==> src/hdl/spsg_pkg.sv <==
// Package for the scan proximity safety gate: widths, codes, payload and bundle types.
// Used by every file of the block; depends on nothing.
package spsg_pkg;

  localparam int unsigned RANGE_W    = 17;
  localparam int unsigned VEL_W      = 16;
  localparam int unsigned STEPS_W    = 8;
  localparam int unsigned CFG_IDX_W  = 2;
  localparam int unsigned CFG_DATA_W = 17;

  localparam int unsigned MAX_SAMPLES_DEF = 2048;
  localparam int unsigned SIDE_MARGIN_DEF = 50;

  localparam logic [RANGE_W-1:0] NO_RANGE_MM     = 17'd100000;
  localparam logic [RANGE_W-1:0] THRESHOLD_RST   = 17'd500;
  localparam logic [STEPS_W-1:0] BACKUP_STEPS_RST = 8'd10;
  localparam logic [RANGE_W-1:0] MIN_VALID_RST   = 17'd0;
  localparam logic signed [VEL_W-1:0] REVERSE_MMS = -16'sd300;

  typedef enum logic [CFG_IDX_W-1:0] {
    CFG_THRESHOLD    = 2'd0,
    CFG_BACKUP_STEPS = 2'd1,
    CFG_MIN_VALID    = 2'd2
  } cfg_idx_e;

  typedef enum logic {
    REQ_CMD   = 1'b0,
    REQ_RANGE = 1'b1
  } req_type_e;

  typedef enum logic {
    KIND_DRIVE = 1'b0,
    KIND_INFO  = 1'b1
  } out_kind_e;

  typedef enum logic [1:0] {
    SIDE_FRONT = 2'd0,
    SIDE_LEFT  = 2'd1,
    SIDE_RIGHT = 2'd2
  } side_e;

  // What one result of a bundle is.
  typedef enum logic [1:0] {
    SLOT_PASS    = 2'd0,
    SLOT_REVERSE = 2'd1,
    SLOT_STOP    = 2'd2,
    SLOT_INFO    = 2'd3
  } slot_e;

  typedef struct packed {
    logic                      req_type;
    logic [RANGE_W-1:0]        range_sample;
    logic                      scan_end;
    logic signed [VEL_W-1:0]   cmd_lin_x;
    logic signed [VEL_W-1:0]   cmd_lin_y;
    logic signed [VEL_W-1:0]   cmd_lin_z;
    logic signed [VEL_W-1:0]   cmd_ang_x;
    logic signed [VEL_W-1:0]   cmd_ang_y;
    logic signed [VEL_W-1:0]   cmd_ang_z;
  } req_t;

  typedef struct packed {
    logic                      out_kind;
    logic signed [VEL_W-1:0]   drive_lin_x;
    logic signed [VEL_W-1:0]   drive_lin_y;
    logic signed [VEL_W-1:0]   drive_lin_z;
    logic signed [VEL_W-1:0]   drive_ang_x;
    logic signed [VEL_W-1:0]   drive_ang_y;
    logic signed [VEL_W-1:0]   drive_ang_z;
    logic [RANGE_W-1:0]        nearest_mm;
    logic [RANGE_W-1:0]        threshold_echo;
    logic [1:0]                obstacle_side;
    logic                      run_last;
  } res_t;

  typedef struct packed {
    logic [RANGE_W-1:0] threshold;
    logic [STEPS_W-1:0] backup_steps;
    logic [RANGE_W-1:0] min_valid;
  } cfg_t;

  // All results caused by one item: up to three, in slot order.
  typedef struct packed {
    logic [1:0]                cnt;
    slot_e [2:0]               slot;
    logic signed [VEL_W-1:0]   lin_x;
    logic signed [VEL_W-1:0]   lin_y;
    logic signed [VEL_W-1:0]   lin_z;
    logic signed [VEL_W-1:0]   ang_x;
    logic signed [VEL_W-1:0]   ang_y;
    logic signed [VEL_W-1:0]   ang_z;
    logic [RANGE_W-1:0]        nearest;
    logic [RANGE_W-1:0]        threshold;
    side_e                     side;
  } bundle_t;

endpackage

==> src/hdl/spsg_if.sv <==
// Handshake channels of the scan proximity safety gate: request and result items.
// Depends on spsg_pkg for the payload types.
interface spsg_req_if;
  logic          valid;
  logic          ready;
  spsg_pkg::req_t data;

  modport source (output valid, output data, input ready);
  modport sink   (input valid, input data, output ready);
endinterface

interface spsg_res_if;
  logic          valid;
  logic          ready;
  spsg_pkg::res_t data;

  modport source (output valid, output data, input ready);
  modport sink   (input valid, input data, output ready);
endinterface

==> src/hdl/spsg_cfg_regs.sv <==
// Configuration registers of the scan proximity safety gate.
// Depends on spsg_pkg for widths, register indexes and reset values.
module spsg_cfg_regs (
  input  logic                             clk_i,
  input  logic                             rst_ni,
  input  logic                             cfg_we_i,
  input  logic [spsg_pkg::CFG_IDX_W-1:0]   cfg_idx_i,
  input  logic [spsg_pkg::CFG_DATA_W-1:0]  cfg_data_i,
  output spsg_pkg::cfg_t                   cfg_o
);
  import spsg_pkg::*;

  cfg_t cfg_q, cfg_d;
  logic [STEPS_W-1:0] steps_wr;

  // A zero step count is stored as one so a backup always ends.
  assign steps_wr = (cfg_data_i[STEPS_W-1:0] == '0) ? STEPS_W'(1) : cfg_data_i[STEPS_W-1:0];

  always_comb begin
    cfg_d = cfg_q;
    if (cfg_we_i) begin
      case (cfg_idx_i)
        CFG_THRESHOLD:    cfg_d.threshold    = cfg_data_i[RANGE_W-1:0];
        CFG_BACKUP_STEPS: cfg_d.backup_steps = steps_wr;
        CFG_MIN_VALID:    cfg_d.min_valid    = cfg_data_i[RANGE_W-1:0];
        default:          cfg_d = cfg_q;
      endcase
    end
  end

  always_ff @(posedge clk_i or negedge rst_ni) begin
    if (!rst_ni) begin
      cfg_q.threshold    <= THRESHOLD_RST;
      cfg_q.backup_steps <= BACKUP_STEPS_RST;
      cfg_q.min_valid    <= MIN_VALID_RST;
    end else begin
      cfg_q <= cfg_d;
    end
  end

  assign cfg_o = cfg_q;

  a_steps_nonzero: assert property (@(posedge clk_i) disable iff (!rst_ni)
    cfg_q.backup_steps != '0)
    else $error("backup step count is zero");

  a_steps_write: assert property (@(posedge clk_i) disable iff (!rst_ni)
    cfg_we_i && cfg_idx_i == CFG_BACKUP_STEPS && cfg_data_i[STEPS_W-1:0] != '0
    |=> cfg_q.backup_steps == $past(cfg_data_i[STEPS_W-1:0]))
    else $error("backup step write lost");

  a_threshold_hold: assert property (@(posedge clk_i) disable iff (!rst_ni)
    !cfg_we_i |=> $stable(cfg_q))
    else $error("configuration changed without a write");

endmodule

==> src/hdl/spsg_scan_tracker.sv <==
// Scan state and decision logic: running minimum, backup countdown and result bundle.
// Depends on spsg_pkg for types and constants.
module spsg_scan_tracker #(
  parameter int unsigned MAX_SAMPLES = spsg_pkg::MAX_SAMPLES_DEF,
  parameter int unsigned SIDE_MARGIN = spsg_pkg::SIDE_MARGIN_DEF
) (
  input  logic              clk_i,
  input  logic              rst_ni,
  input  logic              accept_i,
  input  spsg_pkg::req_t    req_i,
  input  spsg_pkg::cfg_t    cfg_i,
  output logic              push_o,
  output spsg_pkg::bundle_t bundle_o
);
  import spsg_pkg::*;

  localparam int unsigned CNT_W    = $clog2(MAX_SAMPLES + 1);
  localparam int unsigned POS_W    = CNT_W + 1;
  localparam int unsigned MARGIN_W = $clog2(SIDE_MARGIN + 1);
  localparam int unsigned CMP_W    = ((CNT_W > MARGIN_W) ? CNT_W : MARGIN_W) + 2;

  logic                      backing_q, backing_d;
  logic [STEPS_W-1:0]        left_q, left_d;
  logic [RANGE_W-1:0]        min_q, min_d;
  logic signed [POS_W-1:0]   pos_q, pos_d;
  logic [CNT_W-1:0]          cnt_q, cnt_d;

  logic [RANGE_W-1:0]        min_new;
  logic signed [POS_W-1:0]   pos_new;
  logic [CNT_W-1:0]          cnt_new;
  logic [CNT_W-1:0]          mid;
  logic signed [CMP_W-1:0]   mid_s, pos_s, margin_s;
  side_e                     side;
  logic                      is_range;

  assign is_range = (req_i.req_type == REQ_RANGE);

  // Running minimum including the current sample.
  always_comb begin
    min_new = min_q;
    pos_new = pos_q;
    cnt_new = cnt_q;
    if (cnt_q < CNT_W'(MAX_SAMPLES)) begin
      if (req_i.range_sample > cfg_i.min_valid && req_i.range_sample < min_q) begin
        min_new = req_i.range_sample;
        pos_new = $signed({1'b0, cnt_q});
      end
      cnt_new = cnt_q + CNT_W'(1);
    end
  end

  // Side of the nearest beam relative to mid-scan.
  assign mid      = cnt_new >> 1;
  assign mid_s    = $signed({{(CMP_W - CNT_W){1'b0}}, mid});
  assign pos_s    = {{(CMP_W - POS_W){pos_new[POS_W-1]}}, pos_new};
  assign margin_s = $signed(CMP_W'(SIDE_MARGIN));

  always_comb begin
    if (pos_s > mid_s + margin_s) begin
      side = SIDE_LEFT;
    end else if (pos_s < mid_s - margin_s) begin
      side = SIDE_RIGHT;
    end else begin
      side = SIDE_FRONT;
    end
  end

  always_comb begin
    backing_d = backing_q;
    left_d    = left_q;
    min_d     = min_q;
    pos_d     = pos_q;
    cnt_d     = cnt_q;
    push_o    = 1'b0;

    bundle_o.cnt       = 2'd1;
    bundle_o.slot      = '{SLOT_INFO, SLOT_INFO, SLOT_PASS};
    bundle_o.lin_x     = req_i.cmd_lin_x;
    bundle_o.lin_y     = req_i.cmd_lin_y;
    bundle_o.lin_z     = req_i.cmd_lin_z;
    bundle_o.ang_x     = req_i.cmd_ang_x;
    bundle_o.ang_y     = req_i.cmd_ang_y;
    bundle_o.ang_z     = req_i.cmd_ang_z;
    bundle_o.nearest   = min_new;
    bundle_o.threshold = cfg_i.threshold;
    bundle_o.side      = side;

    if (accept_i) begin
      if (!is_range) begin
        push_o = !backing_q;
      end else begin
        min_d = min_new;
        pos_d = pos_new;
        cnt_d = cnt_new;
        if (req_i.scan_end) begin
          push_o = 1'b1;
          if (backing_q && left_q != '0) begin
            left_d = left_q - STEPS_W'(1);
            if (left_q == STEPS_W'(1)) begin
              backing_d     = 1'b0;
              bundle_o.cnt  = 2'd3;
              bundle_o.slot = '{SLOT_INFO, SLOT_STOP, SLOT_REVERSE};
            end else begin
              bundle_o.cnt  = 2'd2;
              bundle_o.slot = '{SLOT_INFO, SLOT_INFO, SLOT_REVERSE};
            end
          end else if (!backing_q && min_new < cfg_i.threshold) begin
            backing_d     = 1'b1;
            left_d        = cfg_i.backup_steps;
            bundle_o.cnt  = 2'd2;
            bundle_o.slot = '{SLOT_INFO, SLOT_INFO, SLOT_REVERSE};
          end else begin
            bundle_o.cnt  = 2'd1;
            bundle_o.slot = '{SLOT_INFO, SLOT_INFO, SLOT_INFO};
          end
          min_d = NO_RANGE_MM;
          pos_d = '1;
          cnt_d = '0;
        end
      end
    end
  end

  always_ff @(posedge clk_i or negedge rst_ni) begin
    if (!rst_ni) begin
      backing_q <= 1'b0;
      left_q    <= '0;
      min_q     <= NO_RANGE_MM;
      pos_q     <= '1;
      cnt_q     <= '0;
    end else begin
      backing_q <= backing_d;
      left_q    <= left_d;
      min_q     <= min_d;
      pos_q     <= pos_d;
      cnt_q     <= cnt_d;
    end
  end

  a_backing_has_count: assert property (@(posedge clk_i) disable iff (!rst_ni)
    backing_q |-> left_q != '0)
    else $error("backup active with zero steps left");

  a_pos_in_scan: assert property (@(posedge clk_i) disable iff (!rst_ni)
    pos_q == '1 || $signed({1'b0, cnt_q}) > pos_q)
    else $error("minimum index outside the samples seen");

  a_no_cmd_in_backup: assert property (@(posedge clk_i) disable iff (!rst_ni)
    push_o && !is_range |-> !backing_q)
    else $error("command passed during backup");

  a_scan_clears: assert property (@(posedge clk_i) disable iff (!rst_ni)
    accept_i && is_range && req_i.scan_end |=> cnt_q == '0 && min_q == NO_RANGE_MM)
    else $error("scan state not cleared at scan end");

endmodule

==> src/hdl/spsg_result_queue.sv <==
// Two-entry bundle queue; bundle results leave one per cycle while take_i is high.
// Depends on spsg_pkg for the bundle and result types.
module spsg_result_queue (
  input  logic              clk_i,
  input  logic              rst_ni,
  input  logic              push_i,
  input  spsg_pkg::bundle_t bundle_i,
  output logic              ready_o,
  output logic              valid_o,
  input  logic              take_i,
  output spsg_pkg::res_t    res_o
);
  import spsg_pkg::*;

  bundle_t    mem_q [2];
  logic       wr_q, rd_q;
  logic [1:0] fill_q, fill_d;
  logic [1:0] slot_q, slot_d;
  bundle_t    head;
  slot_e      cur;
  logic       last, pop;

  assign head    = mem_q[rd_q];
  assign cur     = head.slot[slot_q];
  assign valid_o = (fill_q != 2'd0);
  assign ready_o = (fill_q != 2'd2);
  assign last    = (slot_q == head.cnt - 2'd1);
  assign pop     = valid_o && take_i && last;

  always_comb begin
    fill_d = fill_q;
    if (push_i && !pop) begin
      fill_d = fill_q + 2'd1;
    end else if (pop && !push_i) begin
      fill_d = fill_q - 2'd1;
    end
    slot_d = slot_q;
    if (valid_o && take_i) begin
      slot_d = last ? 2'd0 : slot_q + 2'd1;
    end
  end

  always_ff @(posedge clk_i or negedge rst_ni) begin
    if (!rst_ni) begin
      wr_q   <= 1'b0;
      rd_q   <= 1'b0;
      fill_q <= 2'd0;
      slot_q <= 2'd0;
    end else begin
      fill_q <= fill_d;
      slot_q <= slot_d;
      if (push_i) begin
        wr_q <= ~wr_q;
      end
      if (pop) begin
        rd_q <= ~rd_q;
      end
    end
  end

  always_ff @(posedge clk_i) begin
    if (push_i) begin
      mem_q[wr_q] <= bundle_i;
    end
  end

  always_comb begin
    res_o                = '0;
    res_o.run_last       = last;
    case (cur)
      SLOT_PASS: begin
        res_o.out_kind    = KIND_DRIVE;
        res_o.drive_lin_x = head.lin_x;
        res_o.drive_lin_y = head.lin_y;
        res_o.drive_lin_z = head.lin_z;
        res_o.drive_ang_x = head.ang_x;
        res_o.drive_ang_y = head.ang_y;
        res_o.drive_ang_z = head.ang_z;
      end
      SLOT_REVERSE: begin
        res_o.out_kind    = KIND_DRIVE;
        res_o.drive_lin_x = REVERSE_MMS;
      end
      SLOT_STOP: begin
        res_o.out_kind    = KIND_DRIVE;
      end
      SLOT_INFO: begin
        res_o.out_kind       = KIND_INFO;
        res_o.nearest_mm     = head.nearest;
        res_o.threshold_echo = head.threshold;
        res_o.obstacle_side  = head.side;
      end
      default: res_o.out_kind = KIND_DRIVE;
    endcase
  end

  a_no_overflow: assert property (@(posedge clk_i) disable iff (!rst_ni)
    push_i |-> fill_q != 2'd2)
    else $error("bundle pushed into a full queue");

  a_slot_in_bundle: assert property (@(posedge clk_i) disable iff (!rst_ni)
    valid_o |-> head.cnt != 2'd0 && slot_q < head.cnt)
    else $error("result slot outside its bundle");

  a_idle_slot: assert property (@(posedge clk_i) disable iff (!rst_ni)
    !valid_o |-> slot_q == 2'd0)
    else $error("slot counter moved with an empty queue");

endmodule

==> src/hdl/scan_proximity_safety_gate_core.sv <==
// Top level of the scan proximity safety gate.
// Depends on spsg_pkg, the channels in spsg_if, spsg_cfg_regs, spsg_scan_tracker and
// spsg_result_queue.

// The gate takes one item per cycle on req_i unless stalled: a velocity command
// (req_type 0) or one lidar beam range (req_type 1). A command goes straight out as a
// drive result unless a backup is active, in which case it is dropped. Range samples
// keep the scan's minimum and its beam index; the sample flagged scan_end closes the
// scan and makes one to three results: an optional reverse command (lin_x -300 mm/s),
// a stop command when the last backup step runs out, and always an obstacle info
// result with the minimum, the threshold and the side of the nearest beam. run_last
// marks the final result of each item. All decisions for an item are made in the
// cycle it is taken, so state updates never wait on the output. The results go into
// a two-entry queue and leave one per cycle while res_o.ready is high, so an item
// that makes one result keeps the rate at one item per cycle, and a scan end that
// makes k results hands them out in turn; req_i.ready drops only while the queue
// holds two unfinished items. Configuration is written through cfg_we_i, cfg_idx_i and
// cfg_data_i and takes effect on the next item; write it only while the block is idle.
module scan_proximity_safety_gate_core #(
  parameter int unsigned MAX_SAMPLES = spsg_pkg::MAX_SAMPLES_DEF,
  parameter int unsigned SIDE_MARGIN = spsg_pkg::SIDE_MARGIN_DEF
) (
  input  logic                            clk_i,
  input  logic                            rst_ni,
  input  logic                            cfg_we_i,
  input  logic [spsg_pkg::CFG_IDX_W-1:0]  cfg_idx_i,
  input  logic [spsg_pkg::CFG_DATA_W-1:0] cfg_data_i,
  spsg_req_if.sink                        req_i,
  spsg_res_if.source                      res_o
);
  import spsg_pkg::*;

  cfg_t    cfg;
  bundle_t bundle;
  logic    accept;
  logic    push;
  logic    queue_ready;

  // An item is taken whenever the queue has a free entry.
  assign req_i.ready = queue_ready;
  assign accept      = req_i.valid && queue_ready;

  spsg_cfg_regs u_cfg (
    .clk_i      (clk_i),
    .rst_ni     (rst_ni),
    .cfg_we_i   (cfg_we_i),
    .cfg_idx_i  (cfg_idx_i),
    .cfg_data_i (cfg_data_i),
    .cfg_o      (cfg)
  );

  // Scan tracking and the backup decision, done in the accepting cycle.
  spsg_scan_tracker #(
    .MAX_SAMPLES (MAX_SAMPLES),
    .SIDE_MARGIN (SIDE_MARGIN)
  ) u_tracker (
    .clk_i    (clk_i),
    .rst_ni   (rst_ni),
    .accept_i (accept),
    .req_i    (req_i.data),
    .cfg_i    (cfg),
    .push_o   (push),
    .bundle_o (bundle)
  );

  // Results of each item are queued and handed out one at a time.
  spsg_result_queue u_queue (
    .clk_i    (clk_i),
    .rst_ni   (rst_ni),
    .push_i   (push),
    .bundle_i (bundle),
    .ready_o  (queue_ready),
    .valid_o  (res_o.valid),
    .take_i   (res_o.ready),
    .res_o    (res_o.data)
  );

  a_push_needs_accept: assert property (@(posedge clk_i) disable iff (!rst_ni)
    push |-> accept)
    else $error("result bundle without an accepted item");

  a_ready_after_take: assert property (@(posedge clk_i) disable iff (!rst_ni)
    !req_i.ready && res_o.valid && res_o.ready && res_o.data.run_last |=> req_i.ready)
    else $error("queue entry not freed after its last result");

  a_stall_holds: assert property (@(posedge clk_i) disable iff (!rst_ni)
    res_o.valid && !res_o.ready |=> res_o.valid && $stable(res_o.data))
    else $error("stalled result changed");

endmodule
==> src/flat_wrapper.sv <==
// flat-port wrapper written by rule: the top's interface ports become plain ports
module scan_proximity_safety_gate_core_flat import spsg_pkg::*;
#(
  parameter int unsigned MAX_SAMPLES = spsg_pkg::MAX_SAMPLES_DEF,
  parameter int unsigned SIDE_MARGIN = spsg_pkg::SIDE_MARGIN_DEF
)
  (clk_i, rst_ni, cfg_we_i, cfg_idx_i, cfg_data_i, req_i_valid, req_i_data, req_i_ready, res_o_valid, res_o_data, res_o_ready);
  spsg_req_if req_i_i ();
  spsg_res_if res_o_i ();
  input  logic clk_i;
  input  logic rst_ni;
  input  logic cfg_we_i;
  input  logic [spsg_pkg::CFG_IDX_W-1:0] cfg_idx_i;
  input  logic [spsg_pkg::CFG_DATA_W-1:0] cfg_data_i;
  input wire logic [$bits(req_i_i.valid)-1:0] req_i_valid;
  input wire logic [$bits(req_i_i.data)-1:0] req_i_data;
  output wire logic [$bits(req_i_i.ready)-1:0] req_i_ready;
  output wire logic [$bits(res_o_i.valid)-1:0] res_o_valid;
  output wire logic [$bits(res_o_i.data)-1:0] res_o_data;
  input wire logic [$bits(res_o_i.ready)-1:0] res_o_ready;
  assign req_i_i.valid = req_i_valid;
  assign req_i_i.data = req_i_data;
  assign req_i_ready = req_i_i.ready;
  assign res_o_valid = res_o_i.valid;
  assign res_o_data = res_o_i.data;
  assign res_o_i.ready = res_o_ready;
  scan_proximity_safety_gate_core #(.MAX_SAMPLES(MAX_SAMPLES), .SIDE_MARGIN(SIDE_MARGIN)) u_core (.clk_i(clk_i), .rst_ni(rst_ni), .cfg_we_i(cfg_we_i), .cfg_idx_i(cfg_idx_i), .cfg_data_i(cfg_data_i), .req_i(req_i_i), .res_o(res_o_i));
endmodule
==> config.mk <==
export PLATFORM = sky130hd
export DESIGN_NAME = scan_proximity_safety_gate_core_flat
export DESIGN_NICKNAME = d
export VERILOG_FILES = /design/src/hdl/spsg_pkg.sv /design/src/hdl/spsg_if.sv /design/src/hdl/spsg_cfg_regs.sv /design/src/hdl/spsg_scan_tracker.sv /design/src/hdl/spsg_result_queue.sv /design/src/hdl/scan_proximity_safety_gate_core.sv /design/src/flat_wrapper.sv
export SDC_FILE = /design/constraint.sdc
export NUM_CORES = 1
export LEC_CHECK = 0
export BUFFER_PORTS_ARGS = -buffer_cell sky130_fd_sc_hd__clkbuf_2
export CAP_MARGIN = 20
export CORE_MARGIN = 2
export CORE_UTILIZATION = 51
export DETAILED_ROUTE_END_ITERATION = 10
export PLACE_DENSITY = 0.73
export SYNTH_ARGS = -nofsm -noshare
export SYNTH_HDL_FRONTEND = slang
export SYNTH_SLANG_ARGS = --single-unit
==> constraint.sdc <==
create_clock -name clk_i -period 6.6 [get_ports clk_i]
set_input_delay 1.32 -clock clk_i [delete_from_list [all_inputs] [get_ports clk_i]]
set_output_delay 1.32 -clock clk_i [all_outputs]
set_load 0.01 [all_outputs]
==> flow_metrics.tcl, run 1 <==
set metrics [dict create \
    status "finished, final reports clean" \
    synth_cell_types 55 \
    yosys_most_used_dff "edfxtp_1" \
    synth_edf_count 274 \
    drt-initial-drc-count 724 \
    diodes 0 \
    clk_pin_slew_worst_paths_ns 0.06 \
    syn_area_um2 16900 \
    drive_gt1_share_pct 27.4 \
    finalCritPeriodShare_pct 85.6 \
    grt_start_max_net_pins 96 \
    finalWirelength_um 38300 \
    postRouteAntennaNets 0 \
    cts_buffer_depth 3 \
    cts_setup_buffers 0 \
    layout_setup_ws_ns 0.952 \
    layout_min_cycle_time_ns 5.65 \
    yosysTopAreaCell "edfxtp_1" \
    final_util_pct 61.5 \
    gp_congestion 0.883 \
    p_leak_nw 8.45 \
    finalInstanceArea_um2 20000 \
    critPathMaxFanout 24 \
    synthArstFlopShare_pct 26.5 \
    htreeDepth 2 \
    ys_seq_area_share_pct 63.6 \
    antenna_found_initial 0 \
    cp-end-kind "register" \
    fp.dieH_um 186 \
    synth_top_cell_area_share_pct 48.8 \
    wl_per_cell_um 18.8 \
    clock_latency_ns 0.53 \
    nets 1785 \
    io-pin-count 275 \
    cts.sinks 373 \
    ys_ff_latch 373 \
    row_count 66 \
    rsz0062_at_grt "no" \
    worst_slew_margin_rel_pct 26.0 \
    cts_resized 0 \
    die_w_um 186 \
    viasPerCell 5.32 \
    place_area_um2 18700 \
    drc 0 \
    hold_viol 0 \
    worstSetupStartpointType "input port" \
    cts_buffers 39 \
    clockRootBuffer "clkbuf_16" \
    synth.area.top_cells "edfxtp_1, dfrtp_1, mux2i_1" \
    synth_nets 1511 \
    critical_path_arrival_ns 6.08 \
    yosysWarnings 0 \
    setup_tns_ns 0 \
    pre_cts_ws_ns 0.456 \
    first_pass_iters 5 \
    report.final.slew_viol_count 0 \
    dr_total_vias 10842 \
    setup_violations 0 \
    tightest_slew_ns 1.11 \
    gr-total-overflow 0 \
    start_util_pct 51.9 \
    fin_cells 2037 \
    syn_inst 1293 \
    min_path_type "register to register" \
    cts.hold.buffers_added 0 \
    syn_area_per_cell_um2 13.1 \
    grt_pass1_vias 10650 \
    die_area_um2 34600 \
    cts_tree "built" \
    finalClockSkew_ns 0.0263 \
    placedCellCount 1968 \
    area_growth_pct 18.6 \
    cp.required_ns 7.03 \
    n_fill_cell 2602 \
    ir_worst_vdd_uv 231 \
    coreArea_um2 32500 \
    max_freq_mhz 177 \
    place.port_buffers 274 \
    hpwl_um 26800 \
    path_class "input port to register" \
    max-cap-violations 0 \
    powerDensity_nw_per_um2 422 \
    grt_pass1_wl_um 57700 \
    grt_use_total_pct 21.6 \
]
-- kinds of logic (layout without fill, tap and decap cells) --
kind of cell | after synthesis | after routing | synth area share [%]
compound gates | 173 | 173 | 6.04
simple gates | 325 | 325 | 8.37
mux | 191 | 191 | 11.8
buf+inv | 122 | 424 | 2.79
flops | 373 | 373 | 63.6
xor+xnor | 30 | 30 | 1.56
fa+ha+maj | 79 | 79 | 5.86
-- final cells by class --
type / count / area [um^2] / share of cell area [%]
Sequential cell: 373 / 10700 / 53.7
Multi-Input combinational cell: 798 / 5680 / 28.4
Timing Repair Buffer: 289 / 1510 / 7.55
Clock buffer: 52 / 1090 / 5.44
Tap cell: 442 / 553 / 2.76
Inverter: 66 / 248 / 1.24
Clock inverter: 17 / 190 / 0.950
-- per-stage QoR --
stage	power, mW	hold slack (ns)
2_1_floorplan	5.23	0.442
3_3_place_gp	6.23	0.452
3_5_place_dp	6.30	0.466
4_1_cts	8.50	0.471
5_1_grt	8.94	0.497
6_report	8.44	0.475
-- critical path, cell delays in order --
cell and delay [ns]:
clkbuf_2 0.11, ha_1 0.32, a21oi_1 0.12, o21ai_0 0.09, a221o_1 0.37, a2111o_1 0.44, nand4_2 0.08, buf_4 0.35
mux2_2 0.43, ha_1 0.30, a21o_1 0.18, a21o_1 0.17, a21oi_1 0.12, o21ai_0 0.10, a211oi_1 0.47, nand3_1 0.15
o21ai_2 0.49, buf_4 0.25, nor2_1 0.05, a31oi_1 0.15
-- power breakdown --
group	internal [mW]	switching, mW	leakage, nW
registers	2.97	0.245	3.66
logic	1.23	1.81	4.17
clock network	1.32	0.872	0.624
total	5.51	2.93	8.45
-- cell usage after synthesis, drive strengths merged, types with 2 or more instances --
master and instances:
edfxtp 274, nor2 159, mux2i 137, ha 79
nand2 79, dfrtp 72, o21ai 67, inv 66
a21oi 56, mux2 54, clkbuf 38, dfstp 27
nand3 21, buf 18, nand4 16, xor2 16
xnor2 14, nor3 11, o22a 11, a21o 10
nand2b 10, nor2b 6, and3 5, a211oi 4
o21a 4, and2 3, nand3b 3, nor4 3
or2 3, or3 3, a2111oi 2, a22oi 2
a31oi 2, o211ai 2, o22ai 2, o31ai 2
-- sequential cells by signal, summed over array words and instances, names as in the netlist --
register                    flops
u_core.u_queue.mem_q          274
u_core.u_cfg.cfg_o             42
u_core.u_tracker.min_q         17
u_core.u_tracker.pos_q         13
u_core.u_tracker.cnt_q         12
u_core.u_tracker.left_q         8
u_core.u_queue.fill_q           2
u_core.u_queue.slot_q           2
u_core.u_queue.rd_q             1
u_core.u_queue.wr_q             1
u_core.u_tracker.backing_q      1
-- layout by cell type (no fill, tap or decap), types with 4 or more instances in the layout --
cell / count
a21o_1: 10
mux2_2: 54
mux2i_1: 136
nor2_1: 158
clkinv_2: 6
o21ai_0: 65
nand3_1: 21
o21a_1: 4
dfrtp_1: 71
a21oi_1: 56
inv_1: 65
nand2b_1: 9
and3_1: 5
bufinv_16: 4
xor2_1: 16
buf_4: 14
clkinv_1: 4
dfstp_2: 27
clkbuf_16: 42
ha_1: 79
xnor2_1: 14
nand4_1: 15
nor2b_1: 6
o22a_1: 11
a211oi_1: 4
clkbuf_1: 10
nor3_1: 11
edfxtp_1: 274
clkbuf_2: 273
nand2_1: 79
-- routing by layer --
| layer | GRT usage, % | share of wire, % | vias up |
|---|---|---|---|
| li1 | - | - | 5224 |
| met1 | 28.9 | 43 | 5266 |
| met2 | 35.6 | 47 | 301 |
| met3 | 5.30 | 7.4 | 51 |
| met4 | 5.20 | 1.8 | 0 |
| met5 | 0 | 0 | - |
-- path summary, 6_finish.rpt --
path | cells after the start | endpoint | slack, ns | startpoint
max | 20 | u_core.u_tracker.backing_q | 0.95 | req_i_data[101]
min | 0 | u_core.u_queue.mem_q[0][18] | 0.47 | u_core.u_cfg.cfg_o[41]
max reg2reg | 20 | u_core.u_tracker.backing_q | 1.49 | u_core.u_cfg.cfg_o[4]
min reg2reg | 0 | u_core.u_queue.mem_q[0][18] | 0.47 | u_core.u_cfg.cfg_o[41]
max in group asynchronous | 2 | u_core.u_queue.rd_q | 4.57 | rst_ni
min in group asynchronous | 1 | u_core.u_cfg.cfg_o[13] | 0.86 | rst_ni
Power figures use the tool's default switching activity.
==> run 2, diff against run 1 <==
PLACE_DENSITY = 0.76   (was 0.73)
==> flow_metrics.tcl, run 2 (synthesis results as in run 1) <==
set metrics [dict create \
    path_class "input port to register" \
    setup_tns_ns 0 \
    grt_pass1_vias 10871 \
    cts_setup_buffers 0 \
    rsz0062_at_grt "no" \
    hpwl_um 26500 \
    finalCritPeriodShare_pct 88.5 \
    rr_worst_depth 18 \
    max_freq_mhz 171 \
    fp.dieH_um 186 \
    cp-end-kind "register" \
    status "finished, final reports clean" \
    grt_start_max_net_pins 86 \
    io-pin-count 275 \
    hold_end "u_core.u_tracker.pos_q[12]" \
    nets 1784 \
    slowest_delay_ns 0.58 \
    grt_use_total_pct 21.7 \
    cp.required_ns 6.80 \
    ir_worst_vdd_uv 229 \
    critical_path_arrival_ns 6.04 \
    finalWirelength_um 38500 \
    worstSetupStartpointType "input port" \
    gp_congestion 0.945 \
    viasPerCell 5.40 \
    hold-worst-slack_ns 0.481 \
    report.final.slew_viol_count 0 \
    die_w_um 186 \
    p_total_mw 8.39 \
    pre_cts_ws_ns 0.363 \
    worst_slew_margin_rel_pct 24.6 \
    place_area_um2 18700 \
    grt_pass1_wl_um 57900 \
    min_path_type "register to register" \
    die_area_um2 34600 \
    slowest_stage "or4_1" \
    max-cap-violations 0 \
    drt-initial-drc-count 775 \
    drc 0 \
    row_count 66 \
    dr_total_vias 11015 \
    setup_violations 0 \
    timing.rr.start "u_core.u_cfg.cfg_o[12]" \
    largest_register_ffs 274 \
    crit_chain "clkbuf_2, ha_1, nand4_1, or4_1, o2bb2ai_1, a2111o_1, nand4_2, buf_4, mux2_2, ha_1, a21o_1, a21o_1, a21oi_1, nor4_1, a211oi_1, nand3_1, o21ai_2, o21ai_0" \
    drive_gt1_share_pct 27.2 \
    postRouteAntennaNets 0 \
    antenna_found_initial 1 \
    powerDensity_nw_per_um2 420 \
    gr-total-overflow 0 \
    cts_buffers 39 \
    layout_min_cycle_time_ns 5.84 \
    area_growth_pct 18.3 \
    start_util_pct 51.9 \
    place.port_buffers 274 \
    cts.hold.buffers_added 0 \
    p_leak_nw 8.42 \
    critPathMaxFanout 19 \
    cts.sinks 373 \
    clk_pin_slew_worst_paths_ns 0.06 \
    final_util_pct 61.4 \
    cts_tree "built" \
    layout_setup_ws_ns 0.760 \
    whs_path_depth 2 \
    tightest_slew_ns 1.13 \
    finalInstanceArea_um2 20000 \
    r2r-end "u_core.u_queue.mem_q[0][138]" \
    finalClockSkew_ns 0.0225 \
    fin_cells 2039 \
    max_flop_register "u_core.u_queue.mem_q" \
    hold_viol 0 \
    hp-start "u_core.u_tracker.pos_q[12]" \
    clock_latency_ns 0.52 \
    first_pass_iters 5 \
    cts_resized 0 \
    wl_per_cell_um 18.9 \
    coreArea_um2 32500 \
    reg2reg_slack_ns 1.30 \
    clockRootBuffer "clkbuf_16" \
    htreeDepth 2 \
    placedCellCount 1967 \
    mostFrequentLayoutCells "edfxtp_1, clkbuf_2, nor2_1, mux2i_1" \
    cts_buffer_depth 3 \
    final_common_cell "edfxtp_1" \
]
## run 2: critical path: cells and delay by family
family / cells / cell delay (ns)
AOI/OAI and AO/OA: 8 / 1.93
and+or+nand+nor: 5 / 1.41
buffers and inverters: 2 / 0.52
adders and majority gates: 2 / 0.50
muxes: 1 / 0.34
## run 2: per-layer routing
layer	routed length (um)	up-vias	GRT usage, %
met4	870	0	6.55
li1	-	5238	-
met5	0	-	0
met3	3290	71	5.60
met1	16300	5332	28.4
met2	18000	374	35.5
## run 2: cell type report
cell class / count / area, um^2
Timing Repair Buffer: 288 / 1490
Multi-Input combinational cell: 798 / 5680
Clock buffer: 51 / 1040
Antenna cell: 2 / 5.00
Sequential cell: 373 / 10700
Inverter: 66 / 248
Tap cell: 442 / 553
Fill cell: 2561 / 12600
Clock inverter: 19 / 199
## run 2: power breakdown
| part | leakage, nW | internal (mW) | switching (mW) | total [mW] |
|---|---|---|---|---|
| logic | 4.17 | 1.23 | 1.84 | 3.07 |
| registers | 3.66 | 2.97 | 0.213 | 3.18 |
| clock network | 0.599 | 1.27 | 0.859 | 2.13 |
## run 2: how the worst max path moves through the flow
stage / slack, ns / startpoint / end
floorplan: 0.75 / req_i_data[96] / u_core.u_queue.mem_q[0][0]
global placement: 0.56 / req_i_data[101] / u_core.u_tracker.backing_q
detailed placement: 0.36 / req_i_data[109] / u_core.u_queue.mem_q[0][138]
CTS: 0.88 / req_i_data[109] / u_core.u_queue.mem_q[0][138]
global route: 0.46 / req_i_data[112] / u_core.u_queue.mem_q[0][138]
finish: 0.76 / req_i_data[109] / u_core.u_queue.mem_q[0][138]
==> run 3, diff against run 2 <==
CORE_UTILIZATION = 55   (was 51)
PLACE_DENSITY = 0.78   (was 0.76)
clock period = 6.5 ns   (was 6.6 ns; I/O delays follow)
==> flow_metrics.tcl, run 3 (synthesis results as in run 1) <==
set metrics [dict create \
    powerDensity_nw_per_um2 427 \
    final_common_cell "edfxtp_1" \
    slowest_stage "or4_1" \
    htreeDepth 2 \
    cts_setup_buffers 0 \
    setup_tns_ns 0 \
    p_leak_nw 8.45 \
    cts_buffer_depth 3 \
    mostFrequentLayoutCells "edfxtp_1, clkbuf_2, nor2_1, mux2i_1" \
    area_growth_pct 18.2 \
    io-pin-count 275 \
    status "finished, final reports clean" \
    critPathMaxFanout 13 \
    min_path_type "register to register" \
    clockRootBuffer "clkbuf_16" \
    ir_worst_vdd_uv 256 \
    drc 0 \
    clock_latency_ns 0.52 \
    die_w_um 179 \
    gp_congestion 0.925 \
    grt_pass1_vias 10603 \
    p_int_mw 5.55 \
    report.final.slew_viol_count 0 \
    slowest_delay_ns 0.57 \
    diodes 0 \
    cts_resized 0 \
    grt_pass1_wl_um 57500 \
    finalClockSkew_ns 0.0108 \
    final_util_pct 65.5 \
    cp-end-kind "register" \
    p_clk_share_pct 25.5 \
    cts_tree "built" \
    max_flop_register "u_core.u_queue.mem_q" \
    place.port_buffers 274 \
    path_class "input port to register" \
    first_pass_iters 5 \
    wl_per_cell_um 19.3 \
    drt-initial-drc-count 801 \
    rsz0062_at_grt "no" \
    max_freq_mhz 178 \
    row_count 64 \
    setup_violations 0 \
    grt_use_total_pct 23.2 \
    critical_path_arrival_ns 6.06 \
    worstSetupStartpointType "input port" \
    crit_chain "clkbuf_2, ha_1, nand4_1, or4_1, o2bb2ai_1, a2111o_1, nand4_2, buf_4, mux2_2, ha_1, a21o_1, a21o_1, a21oi_1, o21ai_0, a211oi_1, nand3_1, o21ai_2, buf_4, o221ai_1, nor2_1" \
    postRouteAntennaNets 0 \
    comb_power_share_pct 36.3 \
    cts.hold.buffers_added 0 \
    worst_slew_margin_rel_pct 30.4 \
    n_fill_cell 2224 \
    fp.dieH_um 179 \
    nets 1785 \
    layout_min_cycle_time_ns 5.63 \
    p_sw_share_pct 34.9 \
    clk_pin_slew_worst_paths_ns 0.06 \
    finalWirelength_um 38400 \
    gr-total-overflow 0 \
    hold_viol 0 \
    fin_cells 1992 \
    die_area_um2 32100 \
    cts.sinks 373 \
    grt_start_max_net_pins 72 \
    start_util_pct 55.5 \
    placedCellCount 1922 \
    cp.required_ns 6.94 \
    antenna_found_initial 0 \
    drive_gt1_share_pct 27.9 \
    largest_register_ffs 274 \
    hold-worst-slack_ns 0.487 \
    finalCritPeriodShare_pct 86.6 \
    hpwl_um 26800 \
    p_seq_share_pct 38.2 \
    tightest_slew_ns 1.04 \
    cts_buffers 39 \
    viasPerCell 5.58 \
    coreArea_um2 30400 \
    max-cap-violations 0 \
    dr_total_vias 11117 \
    power_switching_mw 2.97 \
]
## run 3: layout make-up
type                       instances  area [um^2]  share of cell area, %
sequential                       373        10700                   53.9
multi-input combinational        798         5680                   28.5
timing repair buffer             289         1500                   7.52
clock buffer                      52         1110                   5.59
tap                              396          495                   2.48
inverter                          66          248                   1.24
clock inverter                    18          156                  0.784
## run 3: routing by layer
metal  part of all wire [%]  vias to the layer above  global-route usage, %  wire length [um]
li1                       -                     5258                      -                 -
met2                     48                      363                   38.2             18400
met3                    7.9                       37                   5.36              3030
met4                    1.4                        0                   5.21               553
met5                      0                        -                      0                 0
met1                     43                     5459                   31.5             16400
## run 3: power groups by stage
stage	Sequential [mW]	Combinational (mW)	Clock [mW]
after CTS	3.25	3.11	2.21
after detailed placement	3.30	3.09	0
after global routing	3.30	3.44	2.31
after floorplan	3.19	2.13	0
final	3.26	3.09	2.17
after global placement	3.28	3.02	0
## run 3: per-stage QoR
stage / area [um^2] / total power, mW / worst slack [ns]
detailed placement: 18700 / 6.39 / 0.416
CTS: 19900 / 8.58 / 0.917
global placement: 18700 / 6.30 / 0.559
global route: 19900 / 9.05 / 0.610
floorplan: 16900 / 5.31 / 0.669
finish: 19900 / 8.52 / 0.874
## run 3: path summary, 6_finish.rpt
| path | start | endpoint | slack [ns] | depth (start not counted) |
|---|---|---|---|---|
| max | req_i_data[109] | u_core.u_tracker.left_q[4] | 0.87 | 20 |
| min | u_core.u_cfg.cfg_o[35] | u_core.u_queue.mem_q[0][12] | 0.49 | 0 |
| max reg2reg | u_core.u_cfg.cfg_o[14] | u_core.u_tracker.left_q[4] | 1.37 | 20 |
| min reg2reg | u_core.u_cfg.cfg_o[35] | u_core.u_queue.mem_q[0][12] | 0.49 | 0 |
| max in group asynchronous | rst_ni | u_core.u_queue.rd_q | 4.45 | 2 |
| min in group asynchronous | rst_ni | u_core.u_cfg.cfg_o[12] | 0.77 | 1 |
## run 3: worst max-delay path: cells and delay by family
| kind | cells | cell delay [ns] |
|---|---|---|
| muxes | 1 | 0.32 |
| adders and majority gates | 2 | 0.51 |
| AOI/OAI and AO/OA | 9 | 1.95 |
| and+or+nand+nor | 5 | 1.32 |
| buffers and inverters | 3 | 0.66 |
